<file path="config.mk">
export PLATFORM = sky130hd
export DESIGN_NAME = ll1_set_grammar_parser_core
export DESIGN_NICKNAME = d
export VERILOG_FILES = /design/src/rtl/ll1p_pkg.sv /design/src/rtl/ll1p_stack.sv /design/src/rtl/ll1_set_grammar_parser_core.sv
export SDC_FILE = /design/constraint.sdc
export NUM_CORES = 1
export LEC_CHECK = 0
export BUFFER_PORTS_ARGS = -buffer_cell sky130_fd_sc_hd__buf_2
export CAP_MARGIN = 15
export CORE_MARGIN = 4
export CORE_UTILIZATION = 25
export CTS_BUF_LIST = sky130_fd_sc_hd__clkbuf_16
export CTS_CLUSTER_SIZE = 16
export DETAILED_ROUTE_END_ITERATION = 10
export PLACE_DENSITY = 0.46
export RECOVER_POWER = 100
export SYNTH_ARGS = -nofsm -noshare
export SYNTH_HDL_FRONTEND = slang
export SYNTH_SLANG_ARGS = --single-unit
export TNS_END_PERCENT = 30
</file>
<file path="constraint.sdc">
create_clock -name aclk -period 62 [get_ports aclk]
set_clock_uncertainty 0.1 [all_clocks]
set_input_delay 9.3 -clock aclk [delete_from_list [all_inputs] [get_ports aclk]]
set_output_delay 9.3 -clock aclk [all_outputs]
set_load 0.03 [all_outputs]
</file>
<file path="src/rtl/ll1p_pkg.sv">
package ll1p_pkg;

    localparam int STACK_DEPTH_DEF = 256;

    localparam int SYM_W     = 4;
    localparam int STATUS_W  = 3;
    localparam int DEPTH_W   = 9;
    localparam int S_TDATA_W = 8;
    localparam int M_TDATA_W = 16;
    localparam int RULE_MAX  = 4;

    // terminals share their codes with the token codes
    typedef enum logic [SYM_W-1:0] {
        SYM_ID      = 4'd0,
        SYM_PRINT   = 4'd1,
        SYM_END     = 4'd2,
        SYM_ASSIGN  = 4'd3,
        SYM_LBRACE  = 4'd4,
        SYM_RBRACE  = 4'd5,
        SYM_NUMBER  = 4'd6,
        SYM_RANGE   = 4'd7,
        SYM_COMMA   = 4'd8,
        SYM_SEMI    = 4'd9,
        SYM_PROGRAM = 4'd10,
        SYM_PTAIL   = 4'd11,
        SYM_STMT    = 4'd12,
        SYM_SET     = 4'd13,
        SYM_LIST    = 4'd14,
        SYM_LTAIL   = 4'd15
    } sym_t;

    typedef enum logic [STATUS_W-1:0] {
        ST_OK       = 3'd0,
        ST_ACCEPT   = 3'd1,
        ST_SYNTAX   = 3'd2,
        ST_OVERFLOW = 3'd3,
        ST_DONE     = 3'd4
    } status_t;

    typedef enum logic [1:0] {
        PH_RUN    = 2'd0,
        PH_ACCEPT = 2'd1,
        PH_FAIL   = 2'd2
    } phase_t;

    typedef enum logic [2:0] {
        R_PROG, R_ASG, R_PRT, R_BRACE, R_RANGE, R_ID, R_LIST, R_LTAIL
    } rule_t;

    typedef enum logic [1:0] {
        ACT_EXPAND, ACT_POP, ACT_MATCH, ACT_ERROR
    } act_t;

    typedef struct packed {
        act_t  act;
        rule_t rule;
    } pred_t;

    // right-hand sides in push order, last pushed ends up on top
    localparam sym_t RULE_ROM [8][RULE_MAX] = '{
        '{SYM_PTAIL,  SYM_STMT,   SYM_ID,     SYM_ID},
        '{SYM_SEMI,   SYM_SET,    SYM_ASSIGN, SYM_ID},
        '{SYM_SEMI,   SYM_SET,    SYM_PRINT,  SYM_ID},
        '{SYM_RBRACE, SYM_LIST,   SYM_LBRACE, SYM_ID},
        '{SYM_NUMBER, SYM_RANGE,  SYM_NUMBER, SYM_ID},
        '{SYM_ID,     SYM_ID,     SYM_ID,     SYM_ID},
        '{SYM_LTAIL,  SYM_NUMBER, SYM_ID,     SYM_ID},
        '{SYM_LTAIL,  SYM_NUMBER, SYM_COMMA,  SYM_ID}
    };

    localparam logic [2:0] RULE_LEN [8] = '{
        3'd2, 3'd4, 3'd3, 3'd3, 3'd3, 3'd1, 3'd2, 3'd3
    };

    // ll(1) prediction table
    function automatic pred_t predict(sym_t top, sym_t tok);
        pred_t p;
        p.act  = ACT_ERROR;
        p.rule = R_PROG;
        unique case (top) inside
            SYM_PROGRAM, SYM_PTAIL: begin
                if (tok == SYM_ID || tok == SYM_PRINT) begin
                    p.act  = ACT_EXPAND;
                    p.rule = R_PROG;
                end else if (top == SYM_PTAIL && tok == SYM_END) begin
                    p.act = ACT_POP;
                end
            end
            SYM_STMT: begin
                if (tok == SYM_ID) begin
                    p.act  = ACT_EXPAND;
                    p.rule = R_ASG;
                end else if (tok == SYM_PRINT) begin
                    p.act  = ACT_EXPAND;
                    p.rule = R_PRT;
                end
            end
            SYM_SET: begin
                if (tok == SYM_LBRACE) begin
                    p.act  = ACT_EXPAND;
                    p.rule = R_BRACE;
                end else if (tok == SYM_NUMBER) begin
                    p.act  = ACT_EXPAND;
                    p.rule = R_RANGE;
                end else if (tok == SYM_ID) begin
                    p.act  = ACT_EXPAND;
                    p.rule = R_ID;
                end
            end
            SYM_LIST: begin
                if (tok == SYM_NUMBER) begin
                    p.act  = ACT_EXPAND;
                    p.rule = R_LIST;
                end
            end
            SYM_LTAIL: begin
                if (tok == SYM_COMMA) begin
                    p.act  = ACT_EXPAND;
                    p.rule = R_LTAIL;
                end else if (tok == SYM_RBRACE) begin
                    p.act = ACT_POP;
                end
            end
            default: begin
                if (top == tok) begin
                    p.act = ACT_MATCH;
                end
            end
        endcase
        return p;
    endfunction

    // microcode
    typedef enum logic [2:0] {
        OP_LOAD, OP_CHECK, OP_READ, OP_DECODE, OP_PUSH, OP_EMIT
    } op_t;

    typedef enum logic [2:0] {
        SEQ_NEXT, SEQ_WAIT_IN, SEQ_DISPATCH, SEQ_LOOP, SEQ_WAIT_OUT
    } seq_t;

    typedef enum logic [2:0] {
        U_IDLE, U_CHECK, U_FETCH, U_DECODE, U_PUSH, U_EMIT
    } step_t;

    typedef struct packed {
        op_t   op;
        seq_t  seq;
        step_t target;
        step_t alt;
    } uword_t;

    function automatic uword_t ucode(step_t s);
        uword_t w;
        unique case (s)
            U_IDLE:   w = '{op: OP_LOAD,   seq: SEQ_WAIT_IN,  target: U_CHECK,  alt: U_IDLE};
            U_CHECK:  w = '{op: OP_CHECK,  seq: SEQ_NEXT,     target: U_FETCH,  alt: U_FETCH};
            U_FETCH:  w = '{op: OP_READ,   seq: SEQ_NEXT,     target: U_DECODE, alt: U_DECODE};
            U_DECODE: w = '{op: OP_DECODE, seq: SEQ_DISPATCH, target: U_PUSH,   alt: U_FETCH};
            U_PUSH:   w = '{op: OP_PUSH,   seq: SEQ_LOOP,     target: U_FETCH,  alt: U_PUSH};
            U_EMIT:   w = '{op: OP_EMIT,   seq: SEQ_WAIT_OUT, target: U_IDLE,   alt: U_EMIT};
            default:  w = '{op: OP_LOAD,   seq: SEQ_NEXT,     target: U_IDLE,   alt: U_IDLE};
        endcase
        return w;
    endfunction

endpackage

</file>
<file path="src/rtl/ll1p_stack.sv">
module ll1p_stack #(
    parameter int DEPTH = ll1p_pkg::STACK_DEPTH_DEF,
    parameter int AW    = $clog2(DEPTH)
) (
    input  logic                       aclk,
    input  logic                       wr_en,
    input  logic [AW-1:0]              wr_addr,
    input  logic [ll1p_pkg::SYM_W-1:0] wr_data,
    input  logic                       rd_en,
    input  logic [AW-1:0]              rd_addr,
    output logic [ll1p_pkg::SYM_W-1:0] rd_data
);
    import ll1p_pkg::*;

    logic [SYM_W-1:0] mem [DEPTH];

    always_ff @(posedge aclk) begin
        if (wr_en) begin
            mem[wr_addr] <= wr_data;
        end
    end

    always_ff @(posedge aclk) begin
        if (rd_en) begin
            rd_data <= mem[rd_addr];
        end
    end

endmodule

</file>
<file path="src/rtl/ll1_set_grammar_parser_core.sv">
// ll(1) recognizer for a small set-assignment language, one token per transaction.
// input channel s_*: tdata[3:0] token code, tdata[4] restart (reload the start
// symbol before this token). result channel m_*: tdata[2:0] status, tdata[11:3]
// low 9 bits of the stack depth after the token; one result per token.
// a microcode sequencer walks each token through check, fetch top, decode and
// push steps against a symbol stack in block memory with separate read and write ports.
// per token, the steps run check, fetch, decode and emit; each top-of-stack
// pop without consuming adds another fetch and decode, and each expansion adds
// one push step per symbol (up to 4 symbols) before the next fetch and decode;
// a token is accepted in the cycle after the result of the last one is loaded,
// so a new token is not taken before the last one has reached the emit step.
// the finished result waits in an output register, so the next token is
// taken while the receiver stalls; processing of that token then stops at
// the result step until the register is taken.
// reset: stack holds the start symbol, depth 1, parser running; entry 0 of
// the stack memory is written with the start symbol on the first token.
module ll1_set_grammar_parser_core #(
    parameter int STACK_DEPTH = ll1p_pkg::STACK_DEPTH_DEF
) (
    input  logic                           aclk,
    input  logic                           aresetn,
    input  logic                           s_tvalid,
    output logic                           s_tready,
    input  logic [ll1p_pkg::S_TDATA_W-1:0] s_tdata,   // token[3:0], restart[4]
    output logic                           m_tvalid,
    input  logic                           m_tready,
    output logic [ll1p_pkg::M_TDATA_W-1:0] m_tdata    // status[2:0], stack_depth[11:3]
);
    import ll1p_pkg::*;

    localparam int SPW   = $clog2(STACK_DEPTH + 1);
    localparam int AW    = $clog2(STACK_DEPTH);
    localparam int M_PAD = M_TDATA_W - DEPTH_W - STATUS_W;
    localparam logic [SPW-1:0] SP_FULL = SPW'(STACK_DEPTH);
    localparam logic [SPW-1:0] SP_ONE  = SPW'(1);

    step_t              step_reg, step_next;
    sym_t               tok_reg, tok_next;
    logic [SPW-1:0]     sp_reg, sp_next;
    phase_t             phase_reg, phase_next;
    logic               init_reg, init_next;
    rule_t              rule_reg, rule_next;
    logic [1:0]         idx_reg, idx_next;
    status_t            status_reg, status_next;
    logic               out_valid_reg, out_valid_next;
    status_t            out_status_reg, out_status_next;
    logic [DEPTH_W-1:0] out_depth_reg, out_depth_next;

    uword_t           uw;
    logic             in_fire, out_free, fin, last_push;
    logic [SPW-1:0]   sp_dec;
    pred_t            pred;
    logic             wr_en, rd_en;
    logic [AW-1:0]    wr_addr, rd_addr;
    sym_t             wr_data;
    logic [SYM_W-1:0] rd_data;

    assign uw        = ucode(step_reg);
    assign s_tready  = (uw.seq == SEQ_WAIT_IN);
    assign in_fire   = s_tvalid && s_tready;
    assign out_free  = !out_valid_reg || m_tready;
    assign sp_dec    = sp_reg - SP_ONE;
    assign pred      = predict(sym_t'(rd_data), tok_reg);
    assign last_push = ((3'({1'b0, idx_reg}) + 3'd1) == RULE_LEN[rule_reg]);

    assign m_tvalid = out_valid_reg;
    assign m_tdata  = {{M_PAD{1'b0}}, out_depth_reg, out_status_reg};

    ll1p_stack #(
        .DEPTH (STACK_DEPTH),
        .AW    (AW)
    ) u_stack (
        .aclk    (aclk),
        .wr_en   (wr_en),
        .wr_addr (wr_addr),
        .wr_data (wr_data),
        .rd_en   (rd_en),
        .rd_addr (rd_addr),
        .rd_data (rd_data)
    );

    // sequencer
    always_comb begin
        step_next = step_reg;
        unique case (uw.seq)
            SEQ_WAIT_IN:  step_next = in_fire ? uw.target : uw.alt;
            SEQ_NEXT:     step_next = uw.target;
            SEQ_DISPATCH: step_next = (pred.act == ACT_EXPAND) ? uw.target : uw.alt;
            SEQ_LOOP:     step_next = last_push ? uw.target : uw.alt;
            SEQ_WAIT_OUT: step_next = out_free ? uw.target : uw.alt;
            default:      step_next = U_IDLE;
        endcase
        // any step that settles the status ends the token
        if (fin) begin
            step_next = U_EMIT;
        end
    end

    // datapath control
    always_comb begin
        tok_next        = tok_reg;
        sp_next         = sp_reg;
        phase_next      = phase_reg;
        init_next       = init_reg;
        rule_next       = rule_reg;
        idx_next        = idx_reg;
        status_next     = status_reg;
        out_valid_next  = out_valid_reg && !m_tready;
        out_status_next = out_status_reg;
        out_depth_next  = out_depth_reg;
        fin             = 1'b0;
        wr_en           = 1'b0;
        wr_addr         = '0;
        wr_data         = SYM_PROGRAM;
        rd_en           = 1'b0;
        rd_addr         = AW'(sp_dec);
        unique case (uw.op)
            OP_LOAD: begin
                if (in_fire) begin
                    tok_next = sym_t'(s_tdata[SYM_W-1:0]);
                    if (s_tdata[SYM_W] || init_reg) begin
                        sp_next    = SP_ONE;
                        phase_next = PH_RUN;
                        init_next  = 1'b0;
                        wr_en      = 1'b1;
                    end
                end
            end
            OP_CHECK: begin
                if (phase_reg != PH_RUN) begin
                    fin         = 1'b1;
                    status_next = ST_DONE;
                end else if (tok_reg > SYM_SEMI) begin
                    fin         = 1'b1;
                    status_next = ST_SYNTAX;
                    phase_next  = PH_FAIL;
                end
            end
            OP_READ: begin
                if (sp_reg == '0) begin
                    fin         = 1'b1;
                    status_next = ST_SYNTAX;
                    phase_next  = PH_FAIL;
                end else begin
                    rd_en = 1'b1;
                end
            end
            OP_DECODE: begin
                unique case (pred.act)
                    ACT_MATCH: begin
                        sp_next     = sp_dec;
                        fin         = 1'b1;
                        status_next = ST_OK;
                    end
                    ACT_POP: begin
                        sp_next = sp_dec;
                        if (sym_t'(rd_data) == SYM_PTAIL && sp_dec == '0) begin
                            fin         = 1'b1;
                            status_next = ST_ACCEPT;
                            phase_next  = PH_ACCEPT;
                        end
                    end
                    ACT_EXPAND: begin
                        sp_next   = sp_dec;
                        rule_next = pred.rule;
                        idx_next  = 2'd0;
                    end
                    default: begin
                        fin         = 1'b1;
                        status_next = ST_SYNTAX;
                        phase_next  = PH_FAIL;
                    end
                endcase
            end
            OP_PUSH: begin
                if (sp_reg >= SP_FULL) begin
                    fin         = 1'b1;
                    status_next = ST_OVERFLOW;
                    phase_next  = PH_FAIL;
                end else begin
                    wr_en    = 1'b1;
                    wr_addr  = AW'(sp_reg);
                    wr_data  = RULE_ROM[rule_reg][idx_reg];
                    sp_next  = sp_reg + SP_ONE;
                    idx_next = idx_reg + 2'd1;
                end
            end
            OP_EMIT: begin
                if (out_free) begin
                    out_valid_next  = 1'b1;
                    out_status_next = status_reg;
                    out_depth_next  = DEPTH_W'(sp_reg);
                end
            end
            default: begin
                fin = 1'b0;
            end
        endcase
    end

    always_ff @(posedge aclk) begin
        if (!aresetn) begin
            step_reg      <= U_IDLE;
            sp_reg        <= SP_ONE;
            phase_reg     <= PH_RUN;
            init_reg      <= 1'b1;
            out_valid_reg <= 1'b0;
        end else begin
            step_reg      <= step_next;
            sp_reg        <= sp_next;
            phase_reg     <= phase_next;
            init_reg      <= init_next;
            out_valid_reg <= out_valid_next;
        end
    end

    always_ff @(posedge aclk) begin
        tok_reg        <= tok_next;
        rule_reg       <= rule_next;
        idx_reg        <= idx_next;
        status_reg     <= status_next;
        out_status_reg <= out_status_next;
        out_depth_reg  <= out_depth_next;
    end

`ifndef SYNTHESIS
    a_sp_range: assert property (@(posedge aclk) disable iff (!aresetn)
        sp_reg <= SP_FULL)
        else $error("stack pointer beyond stack depth");

    a_push_room: assert property (@(posedge aclk) disable iff (!aresetn)
        (wr_en && uw.op == OP_PUSH) |-> sp_reg < SP_FULL)
        else $error("push into a full stack");

    a_accept_empty: assert property (@(posedge aclk) disable iff (!aresetn)
        (uw.op == OP_EMIT && status_reg == ST_ACCEPT) |-> sp_reg == '0)
        else $error("accept reported with symbols left");

    a_done_phase: assert property (@(posedge aclk) disable iff (!aresetn)
        (uw.op == OP_EMIT && status_reg == ST_DONE) |-> phase_reg != PH_RUN)
        else $error("finished status while parser running");

    a_in_check: assert property (@(posedge aclk) disable iff (!aresetn)
        in_fire |=> step_reg == U_CHECK)
        else $error("accepted transaction not checked next");
`endif

endmodule
</file>
==> results of run 1 <==
==> layer usage <==
metal / vias to the layer above / wire, um / track usage
li1: 9593 / - / -
met1: 12100 / 50100 / 0.171
met2: 837 / 57200 / 0.214
met3: 177 / 7770 / 0.0278
met4: 0 / 2980 / 0.0373
met5: - / 0 / 0
==> through the flow <==
step	util	hold slack (ps)	setup slack [ps]	std cells	instance area (um^2)
global placement	0.268	304	50750	4609	46100
CTS	0.290	325	50500	4823	49900
global route	0.289	331	42960	4823	49700
floorplan	-	300	41560	2392	43400
detailed placement	0.268	312	50790	4609	46100
finish	0.289	329	43980	4823	49700
==> power breakdown <==
group | internal (uW) | leakage, uW | switching, uW | total [uW]
Clock | 411 | 0.00195 | 280 | 690
Combinational | 203 | 0.00354 | 265 | 467
Sequential | 828 | 0.00942 | 13.9 | 842
Total | 1440 | 0.0149 | 558 | 2000
==> cells in the mapped netlist, types with 8 or more instances <==
library cell	n
inv_1	16
nor2_1	294
mux4_2	270
nor3_1	13
and2_1	8
and3_1	13
nand4_1	16
nand2_1	200
nand3_1	52
o21ai_0	27
buf_4	21
nor2b_1	15
xnor2_1	8
edfxtp_1	1052
a21oi_1	42
dfxtp_1	16
clkbuf_1	80
a22oi_1	15
ha_1	12
a31oi_1	17
buf_1	12
buf_2	42
mux2i_1	22
==> critical path, delay by kind of cell (launching register included) <==
kind,cells,cell delay (ps)
AO/OA/AOI/OAI,2,560
multiplexers,2,1040
buffers and inverters,4,11430
AND/OR/NAND/NOR,1,660
flip-flops,1,1920
adder cells (fa/ha/maj),1,1560
==> worst max path at each step <==
stage / slack, ps / endpoint / from
after CTS: 50500 / s_tready / step_reg[2]$_SDFF_PN0_
final: 43980 / u_stack.rd_data[2]$_DFFE_PP_ / sp_reg[0]$_SDFFE_PN1P_
after detailed placement: 50790 / sp_reg[5]$_SDFFE_PN0P_ / s_tvalid
after floorplan: 41560 / u_stack.mem[0][3]$_DFFE_PP_ / rule_reg[0]$_DFFE_PP_
after global routing: 42960 / u_stack.rd_data[2]$_DFFE_PP_ / sp_reg[0]$_SDFFE_PN1P_
after global placement: 50750 / sp_reg[5]$_SDFFE_PN0P_ / s_tvalid
==> cell type report <==
class / instances / area (um^2)
sequential: 1068 / 31900
fill: 17000 / 122000
tap: 2310 / 2890
inverter: 18 / 67.6
timing repair buffer: 69 / 343
clock buffer: 119 / 2980
clock inverter: 95 / 840
multi-input combinational: 1144 / 10600
==> cells by family after synthesis <==
family | count (synthesis) | synth area share
AO/OA/AOI/OAI | 177 | 0.0285
buffers and inverters | 180 | 0.0198
flip-flops | 1068 | 0.736
other | 1 | 0.0000865
XOR/XNOR | 11 | 0.00222
multiplexers | 297 | 0.147
adder cells (fa/ha/maj) | 12 | 0.00346
AND/OR/NAND/NOR | 643 | 0.0630
==> flow_metrics.env, run 1 <==
export IMPL_status="complete, but fails checks"
export IMPL_violations="capacitance limit, slew limit"
export IMPL_cp_end_kind="flop"
export IMPL_worstReg2RegEnd="u_stack.rd_data[2]$_DFFE_PP_"
export IMPL_hold_start="status_reg[2]$_DFFE_PP_"
export IMPL_synth_flop_cell="edfxtp_1"
export IMPL_dp_hpwl_um=69600
export IMPL_cts_max_path_buffers=3
export IMPL_root_buffer="clkbuf_16"
export IMPL_fin_crit_sh=0.291
export IMPL_largest_register_ffs=1024
export IMPL_syn_area_per_cell_um2=18.1
export IMPL_synth_async_reset_ratio=0
export IMPL_p_per_area_nw_per_um2=40.3
export IMPL_firstDrtPassIters=7
export IMPL_ys_ff_latch=1068
export IMPL_coreArea_um2=172000
export IMPL_yosys_warnings=0
export IMPL_antenna_found_initial=1
export IMPL_crit_chain="clkinv_1, ha_1, clkbuf_1, clkbuf_1, clkbuf_1, mux4_2, mux4_2, a22oi_1, a21oi_1, or4_1"
export IMPL_routed_wl_um=118000
export IMPL_ys_top_cells_by_area="edfxtp_1 (73%), mux4_2 (14%), nor2_1 (2.5%)"
export IMPL_synth_top_cell_by_area="edfxtp_1"
export IMPL_worstPathMaxFanout=121
export IMPL_cpMaxStageDelayCell="clkbuf_1"
export IMPL_post_cts_setup_buffers=0
export IMPL_min_path_cells=0
export IMPL_critical_path_class="flop to flop"
export IMPL_clkLatencyLatePin_ps=720
export IMPL_hold_path_class="flop to flop"
export IMPL_numCtsBuffers=115
export IMPL_fp_dieArea_um2=180000
export IMPL_drv_cap=28
export IMPL_hold_violations=0
export IMPL_fmax_ghz=0.0555
export IMPL_leakagePower_uw=0.0149
export IMPL_grt_total_usage=0.129
export IMPL_area_growth_pct=14.6
export IMPL_power_total_uw=2000
export IMPL_regToRegSetupSlack_ps=43980
export IMPL_dieWidth_um=424
export IMPL_nets=2440
export IMPL_vias=22700
export IMPL_htree_levels=3
export IMPL_yosysUniqueCellTypes=70
export IMPL_cts_tree="done"
export IMPL_drc=0
export IMPL_worstPathRequired_ps=62320
export IMPL_final_cell_mix="edfxtp_1 (1052), nor2_1 (292), mux4_2 (270), nand2_1 (200), clkbuf_16 (119)"
export IMPL_grt_overflow=0
export IMPL_grt_pass1_wl_um=171000
export IMPL_io_pins=30
export IMPL_ant_nets=0
export IMPL_rows=152
export IMPL_gp_congestion=0.804
export IMPL_slew_viol_final=1531
export IMPL_antenna_cells=0
export IMPL_cp_slowest_stage_delay_ps=5720
export IMPL_synth_top_area_share=0.729
export IMPL_crit_top_cell="clkbuf_1"
export IMPL_layout_min_cycle_time_ps=18020
export IMPL_setup_tns_ps=0
export IMPL_synth_edf_count=1052
export IMPL_synth_seq_area_share=0.736
export IMPL_finalSetupViolations=0
export IMPL_via_per_inst=4.70
export IMPL_drive_above_1_share=0.192
export IMPL_grt_pass1_vias=23700
export IMPL_start_util=0.252
export IMPL_synthCells=2389
export IMPL_ctsResizeCount=0
export IMPL_clk_pin_slew_ps=60
export IMPL_hold_path_end="out_status_reg[2]$_DFFE_PP_"
export IMPL_cts_sinks=1068
export IMPL_rsz0062_at_grt="no"
export IMPL_worstPathArrival_ps=18340
export IMPL_final_common_cell="edfxtp_1"
export IMPL_port_buffers=22
export IMPL_slew_limit_headroom=-5.55
export IMPL_start_kind="flop"
export IMPL_r2r_cells=10
export IMPL_hold_buffers=0
export IMPL_drt_iter0_drc=2302
export IMPL_worst_pin_slew_ps=9820
export IMPL_wl_per_cell_um=24.5
export IMPL_regToRegStartpoint="sp_reg[0]$_SDFFE_PN1P_"
export IMPL_die_h_um=424
export IMPL_grt_max_degree=217
export IMPL_peakVddDrop_uv=29.0
export IMPL_synth_area_um2=43300
Note: power is estimated with default switching activity, not from simulation.
==> run 2, diff against run 1 <==
- clock period: 62 -> 16.6 ns (I/O delays scaled with it)
==> flow_metrics.env, run 2 (same netlist as run 1, synthesis figures left out) <==
export IMPL_status="complete, but fails checks"
export IMPL_violations="capacitance limit, slew limit"
export IMPL_fmax_ghz=0.0954
export IMPL_nets=2440
export IMPL_via_per_inst=4.70
export IMPL_ctsResizeCount=0
export IMPL_fp_dieArea_um2=180000
export IMPL_gp_congestion=0.794
export IMPL_slew_viol_final=1461
export IMPL_clk_pin_slew_ps=60
export IMPL_p_per_area_nw_per_um2=145
export IMPL_worst_pin_slew_ps=4660
export IMPL_hold_violations=0
export IMPL_firstDrtPassIters=7
export IMPL_hold_start="status_reg[1]$_DFFE_PP_"
export IMPL_wl_per_cell_um=24.5
export IMPL_start_kind="flop"
export IMPL_clkLatencyLatePin_ps=710
export IMPL_drv_cap=33
export IMPL_io_pins=30
export IMPL_cts_max_path_buffers=3
export IMPL_post_cts_setup_buffers=0
export IMPL_cpMaxStageDelayCell="clkbuf_1"
export IMPL_worstPathRequired_ps=16440
export IMPL_routed_wl_um=118000
export IMPL_seq_area_um2=31900
export IMPL_worstPathMaxFanout=91
export IMPL_antenna_found_initial=4
export IMPL_drive_above_1_share=0.184
export IMPL_ant_nets=0
export IMPL_fin_crit_sh=0.631
export IMPL_grt_pass1_vias=23500
export IMPL_slew_limit_headroom=-2.11
export IMPL_regToRegStartpoint="step_reg[0]$_SDFF_PN0_"
export IMPL_start_util=0.252
export IMPL_cts_tree="done"
export IMPL_vias=22600
export IMPL_num_fill_cells=17000
export IMPL_coreArea_um2=172000
export IMPL_hold_buffers=0
export IMPL_cp_slowest_stage_delay_ps=3070
export IMPL_peakVddDrop_uv=85.4
export IMPL_placed_area_um2=46100
export IMPL_rows=152
export IMPL_multi_input_area_um2=10600
export IMPL_rsz0062_at_grt="no"
export IMPL_grt_overflow=0
export IMPL_critical_path_buf_inv_count=2
export IMPL_worstPathArrival_ps=10320
export IMPL_area_growth_pct=13.9
export IMPL_dp_hpwl_um=70300
export IMPL_critical_path_class="flop to flop"
export IMPL_drc=0
export IMPL_critPathTopFamily="buffers and inverters"
export IMPL_port_buffers=22
export IMPL_whs_ps=324
export IMPL_cp_end_kind="flop"
export IMPL_root_buffer="clkbuf_16"
export IMPL_leakagePower_uw=0.0148
export IMPL_grt_total_usage=0.129
export IMPL_layout_min_cycle_time_ps=10480
export IMPL_drt_iter0_drc=2135
export IMPL_startpoint="step_reg[0]$_SDFF_PN0_"
export IMPL_final_cell_mix="edfxtp_1 (1052), nor2_1 (294), mux4_2 (270), nand2_1 (200), clkbuf_16 (113)"
export IMPL_grt_pass1_wl_um=171000
export IMPL_crit_chain="nor2_1, nand2_1, nor2_1, and4_1, clkbuf_1, clkbuf_1"
export IMPL_hold_path_class="flop to flop"
export IMPL_die_h_um=424
export IMPL_setup_tns_ps=0
export IMPL_largest_register_ffs=1024
export IMPL_cts_sinks=1068
export IMPL_numCtsBuffers=112
export IMPL_dieWidth_um=424
export IMPL_power_total_uw=7150
export IMPL_htree_levels=3
export IMPL_final_common_cell="edfxtp_1"
export IMPL_grt_max_degree=108
export IMPL_finalSetupViolations=0
export IMPL_stdcell_area_um2=49400
## run 2: changes by cell type in the layout (fill, tap and decap cells not counted), moves of 2 or more
| cell | delta |
|---|---|
| clkinv_2 | -9 |
| clkbuf_16 | -6 |
| bufinv_16 | -9 |
| nor2_2 | -2 |
| clkbuf_1 | +2 |
| clkinv_1 | +7 |
| inv_16 | +3 |
| nor2_1 | +2 |
## run 2: final cells by class
class | count | share of cell area
timing repair buffer | 72 | 0.00750
clock inverter | 91 | 0.0136
inverter | 18 | 0.00137
antenna | 1 | 0.0000507
clock buffer | 113 | 0.0573
sequential | 1068 | 0.646
tap | 2310 | 0.0585
multi-input combinational | 1144 | 0.215
## run 2: power by group
part | switching (uW) | total, uW | internal, uW
Sequential | 51.4 | 3120 | 3070
Clock | 1050 | 2390 | 1340
Combinational | 991 | 1640 | 649
Total | 2090 | 7150 | 5060
## run 2: stage by stage
step           utilization  std cells  setup WS [ps]
6_report             0.287       4817           6120
5_1_grt              0.287       4816           5040
4_1_cts              0.288       4814           9680
3_5_place_dp         0.268       4610           9690
3_3_place_gp         0.268       4610           9730
2_1_floorplan            -       2392           -888
## run 2: final timing paths
kind                                                 endpoint  slack, ps  cells past startpoint
worst max-delay path            u_stack.mem[244][0]$_DFFE_PP_       6120                      6
worst min-delay path              out_status_reg[1]$_DFFE_PP_        320                      0
worst max register to register  u_stack.mem[244][0]$_DFFE_PP_       6120                      6
worst min register to register    out_status_reg[1]$_DFFE_PP_        320                      0
## run 2: routing by layer
layer | track usage | part of all wire | vias up
li1 | - | - | 9597
met1 | 0.177 | 0.44 | 12100
met2 | 0.212 | 0.48 | 755
met3 | 0.0223 | 0.055 | 169
met4 | 0.0355 | 0.026 | 0
met5 | 0 | 0 | -
